$ cat src/hw/rtl/kwm_pkg.sv
package kwm_pkg;

    localparam int SAMPLE_W = 16;
    localparam int CFG_W    = 16;
    localparam int BESSEL_W = 48;
    localparam int WEIGHT_W = 31;

    localparam logic [BESSEL_W-1:0] ONE_Q28  = BESSEL_W'(64'd1 << 28);
    localparam logic [BESSEL_W-1:0] MAX_Q28  = {BESSEL_W{1'b1}};
    localparam logic [WEIGHT_W-1:0] ONE_Q30  = WEIGHT_W'(64'd1 << 30);
    localparam logic [15:0]         OUT_GAIN = 16'd32767;

    typedef enum logic {
        CFG_FRAME_LENGTH = 1'b0,
        CFG_BETA         = 1'b1
    } cfg_index_t;

    // Shared datapath operations
    typedef enum logic [2:0] {
        OP_NONE,
        OP_MUL,
        OP_DIV,
        OP_SQRT
    } op_t;

    typedef struct packed {
        op_t         op;
        logic [63:0] a;
        logic [63:0] b;
        logic [6:0]  steps;
    } unit_req_t;

endpackage

$ cat src/hw/rtl/kaiser_window_multiplier_core.sv
// Kaiser window multiplier: scales each signed 16-bit sample by the Kaiser
// weight I0(beta*sqrt(1-r^2))/I0(beta) for its place in a frame of
// frame_length samples, flags the last sample of each frame and restarts the
// index. One sample is worked at a time on a single shared multiply/divide/
// square-root unit; each of the SERIES_TERMS series terms (50 by default)
// costs one multiply and one divide, and the first sample of a frame takes
// longer while I0(beta) is refreshed. The user must write configuration only
// while no sample is in flight; the core itself does not enforce this.
module kaiser_window_multiplier_core #(
    parameter int SERIES_TERMS = 50
) (
    input  logic        aclk,
    input  logic        aresetn,
    input  logic        cfg_we,
    input  logic        cfg_index,
    input  logic [15:0] cfg_data,
    input  logic        s_valid,
    output logic        s_ready,
    input  logic signed [15:0] s_sample_in,
    output logic        m_valid,
    input  logic        m_ready,
    output logic signed [15:0] m_sample_out,
    output logic        m_frame_last
);
    import kwm_pkg::*;

    logic [CFG_W-1:0] frame_length_reg;
    logic [CFG_W-1:0] beta_reg;
    logic             u_start;
    unit_req_t        u_req;
    logic             u_done;
    logic [127:0]     u_result;

    // Hold configuration registers
    always_ff @(posedge aclk) begin
        if (!aresetn) begin
            frame_length_reg <= 16'd1024;
            beta_reg         <= 16'd20480;
        end else if (cfg_we) begin
            if (cfg_index == CFG_FRAME_LENGTH) frame_length_reg <= cfg_data;
            else                               beta_reg         <= cfg_data;
        end
    end

    kwm_unit u_unit (
        .aclk, .aresetn,
        .start(u_start), .req(u_req), .done(u_done), .result(u_result)
    );

    kwm_seq #(.SERIES_TERMS(SERIES_TERMS)) u_seq (
        .aclk, .aresetn,
        .frame_length(frame_length_reg), .beta(beta_reg),
        .in_valid(s_valid), .in_sample(s_sample_in), .in_ready(s_ready),
        .res_valid(m_valid), .res_ready(m_ready),
        .res_sample(m_sample_out), .res_last(m_frame_last),
        .u_start, .u_req, .u_done, .u_result
    );

endmodule

$ cat src/hw/rtl/kwm_unit.sv
// Shared multi-cycle arithmetic unit: shift-add multiply (64x64 -> 128, 2 bits
// a cycle), restoring divide (one quotient bit a cycle), integer square root
// (one result bit a cycle).
module kwm_unit (
    input  logic                aclk,
    input  logic                aresetn,
    input  logic                start,
    input  kwm_pkg::unit_req_t  req,
    output logic                done,
    output logic [127:0]        result
);
    import kwm_pkg::*;

    op_t          op_reg;
    logic [127:0] acc_reg;
    logic [127:0] mcand_reg;
    logic [63:0]  a_reg;
    logic [63:0]  b_reg;
    logic [63:0]  r_reg;
    logic [63:0]  bit_reg;
    logic [6:0]   cnt_reg;
    logic         busy_reg;
    logic         done_reg;

    logic [64:0]  rsh;
    logic [63:0]  trial;
    logic [127:0] mul_add;

    always_comb begin
        rsh     = {r_reg, a_reg[63]};
        trial   = r_reg + bit_reg;
        mul_add = acc_reg
                + (b_reg[0] ? mcand_reg : 128'd0)
                + (b_reg[1] ? {mcand_reg[126:0], 1'b0} : 128'd0);
    end

    always_ff @(posedge aclk) begin
        if (!aresetn) begin
            busy_reg <= 1'b0;
            done_reg <= 1'b0;
            op_reg   <= OP_NONE;
        end else begin
            done_reg <= 1'b0;
            if (start) begin
                busy_reg  <= 1'b1;
                op_reg    <= req.op;
                cnt_reg   <= req.steps;
                a_reg     <= req.a;
                b_reg     <= req.b;
                mcand_reg <= {64'd0, req.a};
                r_reg     <= 64'd0;
                acc_reg   <= 128'd0;
                bit_reg   <= 64'd1 << 62;
            end else if (busy_reg) begin
                unique case (op_reg)
                    OP_MUL: begin
                        // multiplicand shifts in the full product width
                        acc_reg   <= mul_add;
                        mcand_reg <= {mcand_reg[125:0], 2'b00};
                        b_reg     <= {2'b00, b_reg[63:2]};
                    end
                    OP_DIV: begin
                        // a: dividend shifting out, b: divisor
                        a_reg <= {a_reg[62:0], 1'b0};
                        if (rsh >= {1'b0, b_reg}) begin
                            r_reg   <= 64'(rsh - {1'b0, b_reg});
                            acc_reg <= {acc_reg[126:0], 1'b1};
                        end else begin
                            r_reg   <= rsh[63:0];
                            acc_reg <= {acc_reg[126:0], 1'b0};
                        end
                    end
                    OP_SQRT: begin
                        // a: remaining value, r: root
                        if (a_reg >= trial) begin
                            a_reg <= a_reg - trial;
                            r_reg <= (r_reg >> 1) + bit_reg;
                        end else begin
                            r_reg <= r_reg >> 1;
                        end
                        bit_reg <= bit_reg >> 2;
                        acc_reg <= 128'd0;
                    end
                    default: ;
                endcase
                if (cnt_reg == 7'd1) begin
                    busy_reg <= 1'b0;
                    done_reg <= 1'b1;
                end
                cnt_reg <= cnt_reg - 7'd1;
            end
        end
    end

    assign done   = done_reg;
    assign result = (op_reg == OP_SQRT) ? {64'd0, r_reg} : acc_reg;

endmodule

$ cat src/hw/rtl/kwm_seq.sv
// Sequencer: walks one sample through the weight computation on the unit.
module kwm_seq #(
    parameter int SERIES_TERMS = 50
) (
    input  logic                            aclk,
    input  logic                            aresetn,
    input  logic [kwm_pkg::CFG_W-1:0]       frame_length,
    input  logic [kwm_pkg::CFG_W-1:0]       beta,
    input  logic                            in_valid,
    input  logic signed [kwm_pkg::SAMPLE_W-1:0] in_sample,
    output logic                            in_ready,
    output logic                            res_valid,
    input  logic                            res_ready,
    output logic signed [kwm_pkg::SAMPLE_W-1:0] res_sample,
    output logic                            res_last,
    output logic                            u_start,
    output kwm_pkg::unit_req_t              u_req,
    input  logic                            u_done,
    input  logic [127:0]                    u_result
);
    import kwm_pkg::*;

    localparam int KW = $clog2(SERIES_TERMS + 1);

    typedef enum logic [4:0] {
        S_IDLE, S_BB_Y, S_BB_YW, S_BB_MUL, S_BB_MULW, S_BB_DIV, S_BB_DIVW,
        S_SQRT, S_SQRTW, S_SDIV, S_SDIVW, S_XMUL, S_XMULW, S_Y, S_YW,
        S_MUL, S_MULW, S_DIV, S_DIVW, S_WDIV, S_WDIVW,
        S_OMUL, S_OMULW, S_GMUL, S_GMULW, S_OUT
    } state_t;

    state_t                 state_reg;
    logic [15:0]            index_reg;
    logic [BESSEL_W-1:0]    bb_reg;
    logic [15:0]            smp_mag_reg;
    logic                   smp_neg_reg;
    logic                   last_reg;
    logic [16:0]            s_reg;
    logic [63:0]            y_reg;
    logic [63:0]            u_reg;
    logic [63:0]            sum_reg;
    logic [KW-1:0]          k_reg;
    logic [63:0]            tmp_reg;
    logic [WEIGHT_W-1:0]    w_reg;
    logic signed [SAMPLE_W-1:0] out_reg;
    logic                   start_reg;
    unit_req_t              req_reg;
    logic                   bb_mode_reg;

    logic [15:0]  lm1;
    logic         last_c;
    logic [63:0]  sum_sat;
    logic [63:0]  kk;
    logic [127:0] mag_full;

    always_comb begin
        lm1     = (frame_length >= 16'd2) ? frame_length - 16'd1 : 16'd0;
        last_c  = (frame_length < 16'd2) || (index_reg >= lm1);
        sum_sat = (sum_reg > {16'd0, MAX_Q28}) ? {16'd0, MAX_Q28} : sum_reg;
        kk      = 64'(k_reg) * 64'(k_reg);
        mag_full = u_result >> 45;
    end

    always_ff @(posedge aclk) begin
        if (!aresetn) begin
            state_reg <= S_IDLE;
            index_reg <= 16'd0;
            bb_reg    <= '0;
            start_reg <= 1'b0;
        end else begin
            start_reg <= 1'b0;
            unique case (state_reg)
                S_IDLE: if (in_valid) begin
                    smp_neg_reg <= in_sample[SAMPLE_W-1];
                    smp_mag_reg <= in_sample[SAMPLE_W-1] ? 16'(-in_sample) : in_sample;
                    last_reg    <= last_c;
                    if (index_reg == 16'd0 || bb_reg == '0) begin
                        bb_mode_reg <= 1'b1;
                        tmp_reg     <= {44'd0, beta, 4'd0};
                        state_reg   <= S_Y;
                    end else begin
                        bb_mode_reg <= 1'b0;
                        state_reg   <= S_SQRT;
                    end
                end
                // square root of n*(L-1-n) << 32
                S_SQRT: begin
                    bb_mode_reg <= 1'b0;
                    if (last_reg) begin
                        s_reg     <= 17'd0;
                        state_reg <= S_XMUL;
                    end else begin
                        req_reg   <= '{OP_SQRT,
                            (64'(index_reg) * 64'(lm1 - index_reg)) << 32, 64'd0, 7'd32};
                        start_reg <= 1'b1;
                        state_reg <= S_SQRTW;
                    end
                end
                S_SQRTW: if (u_done) begin
                    req_reg   <= '{OP_DIV, {u_result[62:0], 1'b0} << 0, 64'(lm1), 7'd64};
                    start_reg <= 1'b1;
                    state_reg <= S_SDIVW;
                end
                S_SDIVW: if (u_done) begin
                    s_reg     <= (u_result[63:0] > 64'd65536) ? 17'd65536 : u_result[16:0];
                    state_reg <= S_XMUL;
                end
                S_XMUL: begin
                    req_reg   <= '{OP_MUL, 64'(beta), 64'(s_reg), 7'd9};
                    start_reg <= 1'b1;
                    state_reg <= S_XMULW;
                end
                S_XMULW: if (u_done) begin
                    tmp_reg   <= 64'(u_result[63:12]);
                    state_reg <= S_Y;
                end
                // y = x*x >> 2, then the series
                S_Y: begin
                    req_reg   <= '{OP_MUL, tmp_reg, tmp_reg, 7'd16};
                    start_reg <= 1'b1;
                    state_reg <= S_YW;
                end
                S_YW: if (u_done) begin
                    y_reg     <= u_result[65:2];
                    u_reg     <= {16'd0, ONE_Q28};
                    sum_reg   <= {16'd0, ONE_Q28};
                    k_reg     <= KW'(1);
                    state_reg <= S_MUL;
                end
                S_MUL: begin
                    req_reg   <= '{OP_MUL, u_reg, y_reg, 7'd32};
                    start_reg <= 1'b1;
                    state_reg <= S_MULW;
                end
                S_MULW: if (u_done) begin
                    req_reg   <= '{OP_DIV, u_result[95:32], kk, 7'd64};
                    start_reg <= 1'b1;
                    state_reg <= S_DIVW;
                end
                S_DIVW: if (u_done) begin
                    u_reg   <= u_result[63:0];
                    sum_reg <= sum_reg + u_result[63:0];
                    if (k_reg == KW'(SERIES_TERMS)) begin
                        state_reg <= S_WDIV;
                    end else begin
                        k_reg     <= k_reg + KW'(1);
                        state_reg <= S_MUL;
                    end
                end
                S_WDIV: begin
                    if (bb_mode_reg) begin
                        bb_reg    <= sum_sat[BESSEL_W-1:0];
                        state_reg <= S_SQRT;
                    end else if (sum_sat >= {16'd0, bb_reg}) begin
                        w_reg     <= ONE_Q30;
                        state_reg <= S_OMUL;
                    end else begin
                        // dividend num << 16, then 14 more zero bits shift in
                        req_reg   <= '{OP_DIV, sum_sat << 16, {16'd0, bb_reg}, 7'd78};
                        start_reg <= 1'b1;
                        state_reg <= S_WDIVW;
                    end
                end
                S_WDIVW: if (u_done) begin
                    w_reg     <= u_result[WEIGHT_W-1:0];
                    state_reg <= S_OMUL;
                end
                S_OMUL: begin
                    req_reg   <= '{OP_MUL, 64'(w_reg) * 64'(OUT_GAIN), 64'(smp_mag_reg), 7'd8};
                    start_reg <= 1'b1;
                    state_reg <= S_OMULW;
                end
                S_OMULW: if (u_done) begin
                    if (smp_neg_reg)
                        out_reg <= (mag_full > 128'd32768) ? -16'sd32768
                                 : SAMPLE_W'(-mag_full[16:0]);
                    else
                        out_reg <= (mag_full > 128'd32767) ? 16'sd32767
                                 : SAMPLE_W'(mag_full[15:0]);
                    index_reg <= last_reg ? 16'd0 : index_reg + 16'd1;
                    state_reg <= S_OUT;
                end
                S_OUT: if (res_ready) state_reg <= S_IDLE;
                default: state_reg <= S_IDLE;
            endcase
        end
    end

    assign in_ready   = (state_reg == S_IDLE);
    assign res_valid  = (state_reg == S_OUT);
    assign res_sample = out_reg;
    assign res_last   = last_reg;
    assign u_start    = start_reg;
    assign u_req      = req_reg;

endmodule

$ cat config.mk
export PLATFORM = sky130hd
export DESIGN_NAME = kaiser_window_multiplier_core
export DESIGN_NICKNAME = d
export VERILOG_FILES = /design/src/hw/rtl/kwm_pkg.sv /design/src/hw/rtl/kaiser_window_multiplier_core.sv /design/src/hw/rtl/kwm_unit.sv /design/src/hw/rtl/kwm_seq.sv
export SDC_FILE = /design/constraint.sdc
export NUM_CORES = 2
export LEC_CHECK = 0
export BUFFER_PORTS_ARGS = -buffer_cell sky130_fd_sc_hd__buf_2
export CORE_MARGIN = 3
export CORE_UTILIZATION = 40
export DETAILED_ROUTE_END_ITERATION = 16
export SLEW_MARGIN = 15
export SYNTH_ARGS = -nofsm -noshare
export SYNTH_HDL_FRONTEND = slang
export SYNTH_SLANG_ARGS = --single-unit
$ cat constraint.sdc
create_clock -name aclk -period 13.7 [get_ports aclk]
set_input_delay 0.685 -clock aclk [delete_from_list [all_inputs] [get_ports aclk]]
set_output_delay 0.685 -clock aclk [all_outputs]
set_load 0.02 [all_outputs]
Word-level counts from Yosys, hierarchy flattened
Index checks and enable logic that the tools add are counted.
{"block": "word_totals", "register_bits": 1109, "inputBits": 38, "out_inout_bits": 19, "elab_cells": 228}
{"block": "classes", "addsub": 14, "n_mul": 3, "order_cmp": 10, "n_eq_ne": 38, "muxes": 86, "bitwise_logic": 3, "n_reduce_logical": 40}
{"operator": "64-bit two-way mux", "count": 19}
{"operator": "138-bit one-hot mux with 8 select lines", "count": 1}
{"operator": "128-bit two-way mux", "count": 6}
{"operator": "138-bit two-way mux", "count": 5}
{"operator": "64-bit one-hot mux with 2 select lines", "count": 5}
{"operator": "128-bit one-hot mux with 3 select lines", "count": 1}
{"operator": "128-bit adder", "count": 2}
{"operator": "64-bit adder", "count": 2}
{"operator": "64-bit subtractor", "count": 2}
{"operator": "31-bit two-way mux", "count": 3}
{"operator": "83-bit by 15-bit greater-than comparator with 1-bit output (second input constant)", "count": 1}
{"operator": "83-bit by 16-bit greater-than comparator with 1-bit output (second input constant)", "count": 1}
{"operator": "16-bit two-way mux", "count": 5}
{"operator": "5-bit one-hot mux with 16 select lines", "count": 1}
{"operator": "65-bit by 64-bit greater-or-equal comparator with 1-bit output", "count": 1}
{"operator": "63-bit by 64-bit adder with 64-bit output", "count": 1}
{"operator": "64-bit by 48-bit greater-or-equal comparator with 1-bit output", "count": 1}
{"operator": "64-bit greater-or-equal comparator", "count": 1}
{"operator": "64-bit by 17-bit greater-than comparator with 1-bit output (second input constant)", "count": 1}
{"operator": "64-bit by 48-bit greater-than comparator with 1-bit output (second input constant)", "count": 1}
{"operator": "16-bit by 64-bit multiplier with 32-bit output", "count": 1}
{"operator": "31-bit one-hot mux with 2 select lines", "count": 1}
{"operator": "5-bit two-way mux", "count": 12}
{"operator": "17-bit two-way mux", "count": 3}
{"operator": "other kinds (49)", "count": 117}

Depth between registers and ports, before layout
{"block": "depth", "ltp_word": 6, "ltp_mapped": 44, "mapped_depth_nobuf": 41}

Hierarchy
Synthesis repeated with hierarchy kept, for this count alone.
{"block": "unflattened", "hier_cells": 10401, "area_unflattened_um2": 96045.9}
{"module": "kwm_seq", "instances": 1, "cells_per_inst": 4775, "area_each_um2": 47678.2, "seq_area_each_um2": 15484.9}
{"module": "kwm_unit", "instances": 1, "cells_per_inst": 5500, "area_each_um2": 47130.2, "seq_area_each_um2": 14724.1}
{"module": "kaiser_window_multiplier_core", "instances": 1, "cells_per_inst": 126, "area_each_um2": 1237.4, "seq_area_each_um2": 640.6}

Worst setup path after synthesis
OpenSTA, ideal clock, no wires.
{"block": "synth_timing", "path_kind": "register to register", "start": "register u_seq.start_reg, in the netlist u_seq.u_start", "end": "register u_unit.b_reg[0], enable pin", "setup_ns": 0.747, "arrival_ns": 9.686, "required_time_ns": 12.953, "slack_ns": 3.267, "stages_incl_launch_ff": 8, "n_path_buf": 5, "period_less_slack_ns": 10.433, "path_cell_list": "dfxtp_1 -> clkbuf_1 -> clkbuf_1 -> clkbuf_1 -> clkbuf_1 -> clkbuf_1 -> a21oi_1 -> nor2_1"}
{"block": "synth_via", "elab_chain_cells": 2, "word_cells_on_any_way": 3, "cone_classes": "3 x reduce/logical"}
{"element": "start, declared", "line_no": "kwm_seq.sv:46", "text": "logic start_reg;"}
{"element": "start signal, assigned", "line_no": "kwm_seq.sv:69", "text": "start_reg <= 1'b0;"}
{"element": "start signal, assigned", "line_no": "kwm_seq.sv:71", "text": "start_reg <= 1'b0;"}
{"element": "start signal, assigned", "line_no": "kwm_seq.sv:95", "text": "start_reg <= 1'b1;"}
{"element": "2-bit nonzero test (no source line)"}
{"element": "3-bit AND reduction (no source line) *"}
{"element": "end signal, assigned", "line_no": "kwm_unit.sv:49", "text": "b_reg <= req.b;"}
{"element": "end signal, assigned", "line_no": "kwm_unit.sv:60", "text": "b_reg <= {2'b00, b_reg[63:2]};"}
{"element": "end, declared", "line_no": "kwm_unit.sv:18", "text": "logic [63:0] b_reg;"}
Mark *: on every way between the ends. The rest lies on a longest branch, timed or not.
A chain may end at the register's enable or synchronous reset.

Worst setup path after layout
{"block": "layout_timing", "start": "register frame_length_reg[8]", "end": "register u_seq.req_reg (netlist bit u_seq.u_req[134]), data pin"}
{"block": "layout_via", "elab_chain_cells": 6, "word_cells_on_any_way": 7, "cone_classes": "2 x add/sub; 1 x mul; 1 x order compare; 3 x mux"}
{"element": "start, declared", "line_no": "kaiser_window_multiplier_core.sv:27", "text": "logic [CFG_W-1:0] frame_length_reg;"}
{"element": "start signal, assigned", "line_no": "kaiser_window_multiplier_core.sv:40", "text": "if (cfg_index == CFG_FRAME_LENGTH) frame_length_reg <= cfg_data;"}
{"element": "16-bit by 1-bit subtractor with 16-bit output / 16-bit by 2-bit greater-or-equal comparator with 1-bit output (equally long branches)", "line_no": "kwm_seq.sv:57", "text": "lm1 = (frame_length >= 16'd2) ? frame_length - 16'd1 : 16'd0;"}
{"element": "16-bit two-way mux *", "line_no": "kwm_seq.sv:57"}
{"element": "16-bit by 16-bit subtractor with 17-bit output *", "line_no": "kwm_seq.sv:94", "text": "(64'(index_reg) * 64'(lm1 - index_reg)) << 32, 64'd0, 7'd32};"}
{"element": "16-bit by 64-bit multiplier with 32-bit output *", "line_no": "kwm_seq.sv:94"}
{"element": "138-bit two-way mux *", "line_no": "kwm_seq.sv:89", "text": "if (last_reg) begin"}
{"element": "138-bit one-hot mux with 8 select lines *", "line_no": "kwm_seq.sv:72", "text": "unique case (state_reg)"}
{"element": "end signal, assigned", "line_no": "kwm_seq.sv:93", "text": "req_reg <= '{OP_SQRT,"}
{"element": "end signal, assigned", "line_no": "kwm_seq.sv:100", "text": "req_reg <= '{OP_DIV, {u_result[62:0], 1'b0} << 0, 64'(lm1), 7'd64};"}
{"element": "end signal, assigned", "line_no": "kwm_seq.sv:109", "text": "req_reg <= '{OP_MUL, 64'(beta), 64'(s_reg), 7'd9};"}
{"element": "end, declared", "line_no": "kwm_seq.sv:47", "text": "unit_req_t req_reg;"}
Mark *: on every way between the ends. The rest lies on a longest branch, timed or not. The select of a mux whose other input is x is not followed.

==> impl.org <==
** Clock network
- In this run the number of H-tree levels came out at 4.
- Post-CTS setup buffer count :: 0
- TritonCTS built the clock tree.
- # hold bufs at CTS :: 0
- Total CTS buffers :: 132
- Clock-pin slew was measured on the worst setup and hold paths at ~60 ps.
- Clock tree synthesis found a total of 1062 sinks.
- The later pin in the worst-skew pair is clocked with a latency of between 800 and 900 ps.
- Clock tree synthesis selected as its root buffer the cell clkbuf_16.
- CTS max path bufs :: 3
- Post-CTS repair changed the size of 0 cells.

** Cells and area
- In the layout the commonest cells are inv_1 (1300), nand2_1 (1228), edfxtp_1 (956).
- The area growth from synthesis to layout is 8.97%.
- Largest register FFs :: between 100 and 150
- In the final design database the tool counted 11.7k nets.
- Leaving out fill and tap cells, the most frequent cell in the layout is inv_1.
- Of the cells placed in the final design, the portion with a size suffix greater than 1 is 5.48%.

** Worst setup path
- The largest single stage delay on the critical path is 800 ps.
- Endpoint type of the worst setup path :: flip-flop
- Data arrival time at the worst-slack endpoint :: 12300 ps
- STA puts the critical path data required time at between 10000 and 15000 ps.
- The critical path in this run is classified as reg2reg.
- Worst setup SP type :: flip-flop
- In this design, the critical path's most frequently occurring cell is fa_1.
- Worst Path Max Fanout :: 17
- Among cell families on the critical path, the largest total delay comes from adder cells.
- Number of buffer and inverter stages on the critical path :: 6
- The slowest stage of the critical path is the a221oi_1 cell.

** Global routing
- First-pass GRT wire length :: 537 mm
- The number of global-route vias before repair came to around 79k.
- Gr ovfl total :: 0
- Global routing used 29.5% of the available tracks.
- The number of antenna violations at the first check in global routing was 41.
- Entering global routing, the biggest net connects 160 pins.

** Drt
- In the routed design, unresolved DRC markers number 0.
- After detailed routing, the number of vias per cell comes to 5.93.
- Routed WL per cell :: 26.8 um
- The first TritonRoute pass finished after 8 iterations.
- For this block, the initial DRC count from the detailed router was 9851.
- Summing over every cut layer, the via total after detailed routing is 80.9k.
- For this block, the routed nets add up to 366 mm of wire.
- Post-route ant nets :: 0

** Pwr
- Post-route total power :: 9.94 mW
- IR drop worst, VDD :: approximately 0.14 mV
- For this design the ratio of total power to cell area is 95.9 mW/mm^2.
- Leakage component of the power :: 43.7 nW

** Placement
- Number of port buffers :: 56
- Placed wire-length estimate after detailed placement :: 284 mm
- Routability cong. :: just under 1

** Logic synthesis
- Among all flip-flop cells after synthesis, the most frequent one is edfxtp_1.
- Average instance area after synthesis :: 9.04 um^2
- After synthesis the cells add up to 0.0951 mm^2.
- In the synthesized netlist, the number of instances is 10.5k.
- Sequential fraction of the synthesis area :: 32.4%
- Synthesis produced a netlist with a net count of 11.8k.
- Counting flops and latches in the post-synthesis netlist gives 1062.
- Yosys warnings :: 0
- Post-synth ARST share :: 0%
- Yosys cell types :: 94
- Number of enable-type register cells in the synthesized netlist :: 956

** Die
- Die outline width :: 494 um
- Die extent in y :: around 490 um
- Initial cell density of the core :: 40.3%
- The die covers 0.244 mm^2.
- Number of core rows :: roughly 180
- Area of the core :: 0.236 mm^2
- 57 I/O pins were placed.

** Timing
- Clock skew on the completed layout was measured at approximately 40 ps.
- Highest achievable clock rate :: 85.1 MHz
- The worst path uses 85.8% of the clock period.
- RSZ-0062 raised after global routing :: false
- Setup violations remaining at the end of the flow were counted as 0.
- After routing, the total negative slack on setup checks comes to 0 ps.
- Slew Viols, Final :: 0
- Worst relative slew slack :: between 10% and 20%
- The final count of hold timing violations is 0.
- Pin slew with the least headroom to its limit :: between 1000 and 1500 ps
- The worst path in the final design needs a cycle of 11750 ps, including I/O delays and setup.

** Worst hold path
- The min-delay analysis places its worst path in the category in2reg.

** Status
- Run status :: completed

** Flow run
- Max-cap violations in this run came to 0.
[cells in the mapped netlist (37+ instances only)]
cell      count  area share (%)
inv_1      1301             5.1
nand2_1    1232             4.9
edfxtp_1    956              30
nor2_1      800             3.2
a21oi_1     712             3.7
fa_1        640              13
ha_1        637             8.4
o21ai_0     630             3.3
clkbuf_1    436             1.7
xnor2_1     340             3.1
a21o_1      262             2.1
xor2_1      228             2.1
nor2b_1     172             1.1
nand4_1     167             1.1
and2_1      165             1.1
mux2i_1     122             1.3
nand3_1     119            0.63
o21bai_1    112            0.88
a211oi_1    108            0.85
dfxtp_1     106             2.2
nor3_1      103            0.54
a31oi_1      97            0.64
o22ai_1      88            0.58
o211ai_1     78            0.62
nand2b_1     69            0.45
nor4_1       65            0.43
o21a_1       63            0.50
a221oi_1     57            0.52
and3_1       56            0.37
a22oi_1      48            0.38
o21ai_1      38            0.20
o31ai_1      37            0.29
[cell families (layout without fill, tap and decap cells)]
group	after synthesis	after routing	share of synthesized area, %
simple gates	3072	3072	14.7
mux	147	147	1.58
compound gates	2589	2589	17.0
fa+ha+maj	1277	1277	21.8
xor+xnor	568	568	5.23
buf+inv	1808	1771	7.20
other cells	0	12	0
flops	1062	1062	32.4
[worst reg2reg max path, delay by kind of cell, from the launching register on]
family / cells / cell delay, ps
adder cells (fa/ha/maj): 9 / 3910
AO/OA/AOI/OAI: 12 / 3430
flip-flops: 1 / 360
AND/OR/NAND/NOR: 10 / 2860
buffers and inverters: 6 / 740
multiplexers: 1 / 220
[final timing paths]
check	from	endpoint	slack, ps	cells past startpoint
worst max-delay path	frame_length_reg[8]$_SDFFE_PN0P_	u_seq.u_req[134]$_DFFE_PP_	1950	38
worst min-delay path	s_sample_in[0]	u_seq.smp_mag_reg[0]$_DFFE_PP_	140	1
worst max register to register	frame_length_reg[8]$_SDFFE_PN0P_	u_seq.u_req[134]$_DFFE_PP_	1950	38
worst min register to register	beta_reg[9]$_SDFFE_PN0P_	beta_reg[9]$_SDFFE_PN0P_	490	2
[metal layers]
| layer | vias up | routed length, um | GRT usage, % |
|---|---|---|---|
| li1 | 36100 | - | - |
| met1 | 40100 | 153000 | 40.7 |
| met2 | 3928 | 158000 | 44.6 |
| met3 | 742 | 33800 | 5.25 |
| met4 | 12 | 21300 | 15.0 |
| met5 | - | 79 | 0 |
[metrics by stage]
step	utilization [%]	worst slack, ps	std cells	area [um^2]	hold slack, ps
final	44.0	1950	13600	104000	136
after global routing	43.9	1120	13600	104000	106
after floorplan	-	3270	10500	95100	406
after CTS	43.9	1950	13600	104000	92.8
after global placement	42.0	2090	13400	99000	465
after detailed placement	42.0	2010	13400	99000	474
[area by class of cell]
class	count	area, um^2
clock inverters	74	1060
fillers	22900	132000
clock buffers	165	3560
flip-flops and latches	1062	30800
inverters	1302	4890
repair buffers	230	1610
multi-input cells	7653	57700
diodes	12	30.0
well taps	3150	3940
[report_power, final]
part	leakage (nW)	internal [mW]	total (mW)	switching, mW
Sequential	9.81	3.79	3.98	0.189
Clock	2.25	2.25	3.83	1.58
Combinational	31.7	0.610	2.13	1.52
Total	43.7	6.65	9.94	3.29
(Power assumes the default switching activity.)
